$ cat src/rtl/cursor_hash_fifo_cache_top_macros.svh
// Assertion macros for the cursor hash cache.
// Taken in by the top level, which writes its assertions with them.
`ifndef CURSOR_HASH_FIFO_CACHE_TOP_MACROS_SVH
`define CURSOR_HASH_FIFO_CACHE_TOP_MACROS_SVH

// Same-cycle implication, disabled while reset is held.
`define CHFC_ASSERT_IMPL(label, clk, rst_n, ante, cons, msg) \
    label: assert property (@(posedge clk) disable iff (!rst_n) (ante) |-> (cons)) \
        else $error(msg);

// Next-cycle implication, disabled while reset is held.
`define CHFC_ASSERT_NEXT(label, clk, rst_n, ante, cons, msg) \
    label: assert property (@(posedge clk) disable iff (!rst_n) (ante) |=> (cons)) \
        else $error(msg);

`endif

$ cat src/rtl/chfc_pkg.sv
// Package for the cursor hash cache: codes, constants and the types
// shared by the cache cells and the top level. No dependencies.
`default_nettype none

package chfc_pkg;

    localparam int unsigned HASH_W = 32;
    localparam int unsigned SLOT_W = 5;

    localparam logic [HASH_W-1:0] HASH_SEED = 32'd5381;
    localparam logic signed [15:0] MAX_SIDE = 16'sd16383;
    localparam logic signed [15:0] MIN_SIDE = 16'sd1;

    localparam logic [1:0] OUT_FOUND = 2'd0;
    localparam logic [1:0] OUT_NEW   = 2'd1;
    localparam logic [1:0] OUT_BAD   = 2'd2;

    typedef enum logic [1:0] {
        ST_IDLE,
        ST_START,
        ST_SEARCH,
        ST_DONE
    } t_state;

    // Lookup token that walks down the row of cells.
    typedef struct packed {
        logic              act;
        logic              hit;
        logic [SLOT_W-1:0] slot;
    } t_token;

    // Per-cell control from the top level.
    typedef struct packed {
        logic              used;
        logic              wr;
        logic [HASH_W-1:0] wr_data;
    } t_cell_ctl;

endpackage

`default_nettype wire

$ cat src/rtl/chfc_cell.sv
// One cache cell: holds a stored hash and one stage of the lookup token.
// Depends on chfc_pkg.
`default_nettype none

module chfc_cell import chfc_pkg::*; (
    input  wire logic              i_clk,
    input  wire logic              i_rst_n,
    input  wire logic [HASH_W-1:0] i_key,
    input  wire t_token            i_tok,
    input  wire t_cell_ctl         i_ctl,
    output t_token                 o_tok,
    output logic      [HASH_W-1:0] o_entry
);

    logic [HASH_W-1:0] r_entry;
    t_token            r_tok;
    t_token            n_tok;
    logic              w_match;

    always_comb begin
        w_match    = i_tok.act && !i_tok.hit && i_ctl.used && (r_entry == i_key);
        n_tok.act  = i_tok.act;
        n_tok.hit  = i_tok.hit || w_match;
        n_tok.slot = (i_tok.hit || w_match) ? i_tok.slot : i_tok.slot + SLOT_W'(1);
    end

    always_ff @(posedge i_clk) begin
        if (!i_rst_n) begin
            r_tok <= '0;
        end else begin
            r_tok <= n_tok;
        end
    end

    always_ff @(posedge i_clk) begin
        if (i_ctl.wr) begin
            r_entry <= i_ctl.wr_data;
        end
    end

    assign o_tok   = r_tok;
    assign o_entry = r_entry;

endmodule

`default_nettype wire

$ cat src/rtl/cursor_hash_fifo_cache_top.sv
// Cursor hash cache top level: DJB2 hashing, size check and a FIFO cache
// built as a row of chfc_cell instances. Depends on chfc_pkg and the macros header.
//
// Usage:
// The input channel carries one image byte per transaction, with a last-byte
// flag and the cursor width and height, which are examined on the last byte.
// Bytes that are not last are folded into the hash at one per cycle and give
// no result. A last byte gives exactly one result transaction on the output
// channel: found (with slot), new entry stored (with a reset request when the
// cache was empty) or invalid size, always with the image hash.
// Lookup: a token walks the row of CACHE_ENTRIES cells, one cell per cycle;
// a last byte with a valid size goes through START, SEARCH and DONE before its
// result is registered, an invalid size goes straight to DONE. Input ready stays
// low from the last byte until its result is loaded into the output register.
// The output register frees the input side: new bytes are taken while a
// result waits. If the receiver stalls, a further last byte waits in the
// final lookup step until the output register empties.
// Reset empties the cache, reloads the hash seed and clears the output valid.
`default_nettype none

`include "cursor_hash_fifo_cache_top_macros.svh"

module cursor_hash_fifo_cache_top import chfc_pkg::*; #(
    parameter int unsigned CACHE_ENTRIES = 30
) (
    input  wire logic        i_clk,
    input  wire logic        i_rst_n,
    input  wire logic        i_in_valid,
    output logic             o_in_ready,
    input  wire logic [7:0]  i_image_byte,
    input  wire logic        i_last_byte,
    input  wire logic [15:0] i_cursor_width,
    input  wire logic [15:0] i_cursor_height,
    output logic             o_out_valid,
    input  wire logic        i_out_ready,
    output logic [1:0]       o_outcome,
    output logic [4:0]       o_cache_slot,
    output logic             o_cache_clear,
    output logic [31:0]      o_image_hash
);

    localparam int unsigned CNT_W = $clog2(CACHE_ENTRIES + 1);

    t_state            r_state;
    t_state            n_state;
    logic [HASH_W-1:0] r_acc;
    logic [HASH_W-1:0] r_key;
    logic              r_bad;
    logic              r_hit;
    logic [SLOT_W-1:0] r_slot;
    logic [CNT_W-1:0]  r_count;
    logic              r_out_valid;
    logic [1:0]        r_outcome;
    logic [SLOT_W-1:0] r_cache_slot;
    logic              r_cache_clear;
    logic [HASH_W-1:0] r_image_hash;

    logic              w_accept;
    logic              w_inject;
    logic              w_fire;
    logic              w_upd;
    logic              w_full;
    logic              w_size_ok;
    logic [HASH_W-1:0] w_hash;

    t_token            w_tok   [CACHE_ENTRIES+1];
    t_cell_ctl         w_ctl   [CACHE_ENTRIES];
    logic [HASH_W-1:0] w_entry [CACHE_ENTRIES];

    assign w_hash = {r_acc[HASH_W-6:0], 5'b0} + r_acc + {24'b0, i_image_byte};
    assign w_size_ok = ($signed(i_cursor_width) >= MIN_SIDE)
                    && ($signed(i_cursor_width) <= MAX_SIDE)
                    && ($signed(i_cursor_height) >= MIN_SIDE)
                    && ($signed(i_cursor_height) <= MAX_SIDE);
    assign w_full = (r_count == CNT_W'(CACHE_ENTRIES));
    assign w_accept = i_in_valid && o_in_ready;

    always_comb begin
        n_state    = r_state;
        o_in_ready = 1'b0;
        w_inject   = 1'b0;
        w_fire     = 1'b0;
        case (r_state)
            ST_IDLE: begin
                o_in_ready = 1'b1;
                if (i_in_valid && i_last_byte) begin
                    n_state = w_size_ok ? ST_START : ST_DONE;
                end
            end
            ST_START: begin
                w_inject = 1'b1;
                n_state  = ST_SEARCH;
            end
            ST_SEARCH: begin
                if (w_tok[CACHE_ENTRIES].act) begin
                    n_state = ST_DONE;
                end
            end
            ST_DONE: begin
                if (!r_out_valid || i_out_ready) begin
                    w_fire  = 1'b1;
                    n_state = ST_IDLE;
                end
            end
            default: begin
                n_state = ST_IDLE;
            end
        endcase
    end

    assign w_upd = w_fire && !r_bad && !r_hit;

    always_ff @(posedge i_clk) begin
        if (!i_rst_n) begin
            r_state     <= ST_IDLE;
            r_acc       <= HASH_SEED;
            r_count     <= '0;
            r_out_valid <= 1'b0;
        end else begin
            r_state <= n_state;
            if (w_accept) begin
                r_acc <= i_last_byte ? HASH_SEED : w_hash;
            end
            if (w_upd && !w_full) begin
                r_count <= r_count + CNT_W'(1);
            end
            if (w_fire) begin
                r_out_valid <= 1'b1;
            end else if (i_out_ready) begin
                r_out_valid <= 1'b0;
            end
        end
    end

    always_ff @(posedge i_clk) begin
        if (w_accept && i_last_byte) begin
            r_key <= w_hash;
            r_bad <= !w_size_ok;
        end
        if (r_state == ST_SEARCH && w_tok[CACHE_ENTRIES].act) begin
            r_hit  <= w_tok[CACHE_ENTRIES].hit;
            r_slot <= w_tok[CACHE_ENTRIES].slot;
        end
        if (w_fire) begin
            r_image_hash <= r_key;
            if (r_bad) begin
                r_outcome     <= OUT_BAD;
                r_cache_slot  <= '0;
                r_cache_clear <= 1'b0;
            end else if (r_hit) begin
                r_outcome     <= OUT_FOUND;
                r_cache_slot  <= r_slot;
                r_cache_clear <= 1'b0;
            end else begin
                r_outcome     <= OUT_NEW;
                r_cache_slot  <= (r_count == '0) ? SLOT_W'(CACHE_ENTRIES) : '0;
                r_cache_clear <= (r_count == '0);
            end
        end
    end

    assign w_tok[0] = '{act: w_inject, hit: 1'b0, slot: '0};

    for (genvar i = 0; i < CACHE_ENTRIES; i++) begin : g_cell
        assign w_ctl[i].used = (CNT_W'(i) < r_count);
        assign w_ctl[i].wr   = w_upd && (w_full || (r_count == CNT_W'(i)));
        if (i == CACHE_ENTRIES - 1) begin : g_tail
            assign w_ctl[i].wr_data = r_key;
        end else begin : g_body
            assign w_ctl[i].wr_data = w_full ? w_entry[i+1] : r_key;
        end

        chfc_cell u_cell (
            .i_clk   (i_clk),
            .i_rst_n (i_rst_n),
            .i_key   (r_key),
            .i_tok   (w_tok[i]),
            .i_ctl   (w_ctl[i]),
            .o_tok   (w_tok[i+1]),
            .o_entry (w_entry[i])
        );
    end

    assign o_out_valid   = r_out_valid;
    assign o_outcome     = r_outcome;
    assign o_cache_slot  = r_cache_slot;
    assign o_cache_clear = r_cache_clear;
    assign o_image_hash  = r_image_hash;

    `CHFC_ASSERT_IMPL(a_count_range, i_clk, i_rst_n, 1'b1, r_count <= CNT_W'(CACHE_ENTRIES), "Entry count exceeds the cache size.")
    `CHFC_ASSERT_IMPL(a_idle_no_token, i_clk, i_rst_n, r_state == ST_IDLE, !w_tok[CACHE_ENTRIES].act, "Lookup token active while idle.")
    `CHFC_ASSERT_IMPL(a_reset_is_new, i_clk, i_rst_n, o_out_valid && o_cache_clear, o_outcome == OUT_NEW, "Cache reset signalled without a new entry.")
    `CHFC_ASSERT_NEXT(a_last_blocks, i_clk, i_rst_n, w_accept && i_last_byte, !o_in_ready, "Input ready after a last byte before its result.")

endmodule

`default_nettype wire
$ cat config.mk
export PLATFORM = sky130hd
export DESIGN_NAME = cursor_hash_fifo_cache_top
export DESIGN_NICKNAME = d
export VERILOG_FILES = /design/src/rtl/chfc_pkg.sv /design/src/rtl/chfc_cell.sv /design/src/rtl/cursor_hash_fifo_cache_top.sv
export VERILOG_INCLUDE_DIRS = /design/src /design/src/rtl
export SDC_FILE = /design/constraint.sdc
export NUM_CORES = 2
export LEC_CHECK = 0
export ABC_AREA = 1
export BUFFER_PORTS_ARGS = -buffer_cell sky130_fd_sc_hd__buf_4
export CAP_MARGIN = 0
export CORE_MARGIN = 2
export CORE_UTILIZATION = 50
export CTS_BUF_LIST = sky130_fd_sc_hd__clkbuf_4
export DETAILED_ROUTE_END_ITERATION = 8
export GPL_TIMING_DRIVEN = 0
export HOLD_SLACK_MARGIN = 0.03
export PLACE_DENSITY = 0.68
export SLEW_MARGIN = 20
export SYNTH_ARGS = -nofsm -noshare
export SYNTH_HDL_FRONTEND = slang
export SYNTH_HIERARCHICAL = 1
export SYNTH_SLANG_ARGS = --single-unit
$ cat constraint.sdc
create_clock -name i_clk -period 7.6 [get_ports i_clk]
set_input_delay 1.14 -clock i_clk [delete_from_list [all_inputs] [get_ports i_clk]]
set_output_delay 1.14 -clock i_clk [all_outputs]
set_load 0.02 [all_outputs]
==> results.cfg <==
[global_routing]
grt_max_degree = 130
grt_pass1_wl_um = 321600
antenna_found_initial = 3
track_usage_pct = 28.55
grt_pass1_vias = 58220
gr-total-overflow = 0

[place]
dp_slack_ns = 3.561
portBuffers = 86
post-dp-hpwl_um = 160600
gp_congestion = 0.8971

[sta]
min_period_over_period_pct = 49.96
hold_slack_ns = 0.2002
slew_headroom_pct = 38.41
worst_pin_slew_ns = 0.9238
hold_viol_final = 0
fin_ws_ns = 3.803
setup_viol = 0
skew_ns = 0.1018
rsz0062_at_grt = no
fin_tns_setup_ns = 0
final_max_slew_viol_count = 0
max_freq_ghz = 0.2634
post-route-min-period_ns = 3.797

[final_layout]
fillers = 12740
post_route_cells_drive_above_1_share_pct = 14.09
final_common_cell = nand2_1
synthToLayoutAreaGrowth_pct = 14.84
utilization_pct = 57.63
nNetsFinal = 10080
final_cell_mix = 4,095 x nand2_1, 1,375 x inv_1, 1,039 x edfxtp_1, 636 x nor2_1, 543 x clkbuf_4

[floorplanning]
start_util_pct = 50.18
rows = 139
core_sq_um = 143100
die_x_um = 383.0
io_pins = 87
die_area_sq_um = 146700
fp.dieH_um = 383.0

[critical_path]
cp-end-kind = register
slowest_stage = clkbuf_1
arrival_ns = 4.70
required_ns = 8.50
worstSetupStartpointType = register
cp_top_family = buffers and inverters
critPathBufInv = 7
worstPathMaxFanout = 24
max_stage_delay_ns = 0.57
path_common_cell = inv_1
criticalPathCategory = reg -> reg
critical_path.cell_chain = inv_1 -> clkbuf_1 -> ha_1 -> inv_1 -> nor2_8 -> inv_2 -> buf_4 -> buf_2 -> a21oi_4 -> buf_16

[flow_run]
maxCapViolations = 0

[detailed_routing]
vias = 60880
wl_um = 211200
drt.antenna.violating_nets = 0
drtPass1Iterations = 8
drc = 0
drt_iter0_drc = 5231
vias_per_cell = 5.030
wire_per_inst_um = 17.45

[synth]
synthTopCellsByArea = edfxtp_1 43%, nand2_1 21%, inv_1 7.2%
ys_warn_count = 6
syn_area_per_cell_sq_um = 7.711
synth-seq-area-share_pct = 50.40
synth_top_area_share_pct = 43.43
ys_seq_elements = 1289
syn-cell-area_sq_um = 71830
syn_inst = 9316
yosys.area.top_type = edfxtp_1
yosysUniqueCellTypes = 39

[clock_network]
cts.sinks = 1289
cts_setup_buffers = 0
post_cts_resize_count = 0
holdBufCountCts = 0
clock-root-buffer = clkbuf_4
clock_path_buffers = 4
clock_latency_ns = 1.30
cts_made_buffers = 367
cts_tree = built
h-tree-depth = 5
cts.clk_slew.worst_paths_ns = 0.06

[run_status]
status = finished, final reports clean

[power_and_ir_drop]
p_per_area_nw_per_um2 = 219.9
vdd_drop_max_uv = 179.2
p_leak_nw = 38.70

[min_path]
hold_class = in -> reg
[power breakdown]
group	internal [mW]	switching, mW
clock	3.28	2.99
sequential	7.96	0.206
combinational	1.27	2.44
[worst register-to-register path, cell delays in order (launching register included)]
cell      delay [ns]
dfxtp_1         0.38
inv_1           0.12
clkbuf_1        0.57
ha_1            0.45
inv_1           0.21
nor2_8          0.27
inv_2           0.12
buf_4           0.24
buf_2           0.32
a21oi_4         0.50
buf_16          0.25
[cell usage after synthesis (all sizes together)]
library cell / count
edfxtp: 1039
nand3: 334
o22ai: 3
clkinv: 2
o21ai: 254
nand2: 4100
conb: 1
nand3b: 5
and3: 1
nor4: 3
nand4: 36
a21o: 1
buf: 239
a21oi: 235
dfxtp: 250
a21boi: 30
fa: 4
a31oi: 4
nor3: 9
nor2: 766
xnor2: 271
clkbuf: 13
xor2: 45
a211oi: 1
inv: 1527
ha: 95
o21a: 1
o21bai: 31
and2: 16
[cell families after synthesis]
| kind of cell | count (synthesis) | share of synthesized area [%] |
|---|---|---|
| flops | 1289 | 50.40 |
| other cells | 1 | 0.005221 |
| xor+xnor | 316 | 3.853 |
| fa+ha+maj | 99 | 1.766 |
| simple gates | 5270 | 29.46 |
| compound gates | 560 | 4.137 |
| buf+inv | 1781 | 10.38 |
[through the flow]
stage | instances | power, mW | cell area, sq um
floorplan | 9332 | 10.43 | 71890
global placement | 11320 | 11.70 | 74920
detailed placement | 11470 | 11.98 | 78030
CTS | 12090 | 18.27 | 82460
global route | 12100 | 19.01 | 82490
finish | 12100 | 18.14 | 82490
[path summary, 6_finish.rpt]
path,cells after the start,slack [ns],startpoint,endpoint
min reg2reg,0,0.40,g_cell[29].u_cell/o_tok[0]$_SDFF_PN0_,r_slot[0]$_DFFE_PP_
max,10,3.80,r_count[0]$_SDFFE_PN0P_,g_cell[11].u_cell/o_entry[13]$_DFFE_PP_
min,4,0.20,i_out_ready,o_out_valid$_SDFFE_PN0P_
max reg2reg,10,3.80,r_count[0]$_SDFFE_PN0P_,g_cell[11].u_cell/o_entry[13]$_DFFE_PP_
[layout make-up]
| type | instances | area [sq um] | share of cell area [%] |
|---|---|---|---|
| diodes | 9 | 22.52 | 0.02730 |
| plain buffers | 252 | 1717 | 2.081 |
| clock buffers | 543 | 4076 | 4.942 |
| clock inverters | 84 | 359.1 | 0.4353 |
| inverters | 1529 | 5739 | 6.958 |
| multi-input cells | 6262 | 28570 | 34.63 |
| flip-flops and latches | 1289 | 36200 | 43.89 |
| well taps | 1903 | 2381 | 2.887 |
| repair buffers | 232 | 3421 | 4.147 |
[per-layer routing]
| layer | part of all wire (%) | up-vias | track usage (%) | wire length [um] |
|---|---|---|---|---|
| met5 | 0.0095 | - | 0 | 20 |
| met4 | 4.6 | 2 | 14.22 | 9756 |
| met3 | 7.7 | 546 | 5.694 | 16180 |
| met2 | 48 | 2222 | 48.59 | 101000 |
| met1 | 40 | 28100 | 34.38 | 84180 |
| li1 | - | 30010 | - | - |
[state kept, by name, indices dropped and copies added (netlist names)]
signal and cells:
o_image_hash 32, g_cell.u_cell/o_entry 960, r_key 32, r_bad 1, r_acc 32, r_state 2, r_count 5, g_cell.u_cell/o_tok 210
r_hit 1, o_outcome 2, r_slot 5, o_cache_clear 1, o_out_valid 1, o_cache_slot 5
Note: power is estimated with default switching activity, not from simulation.
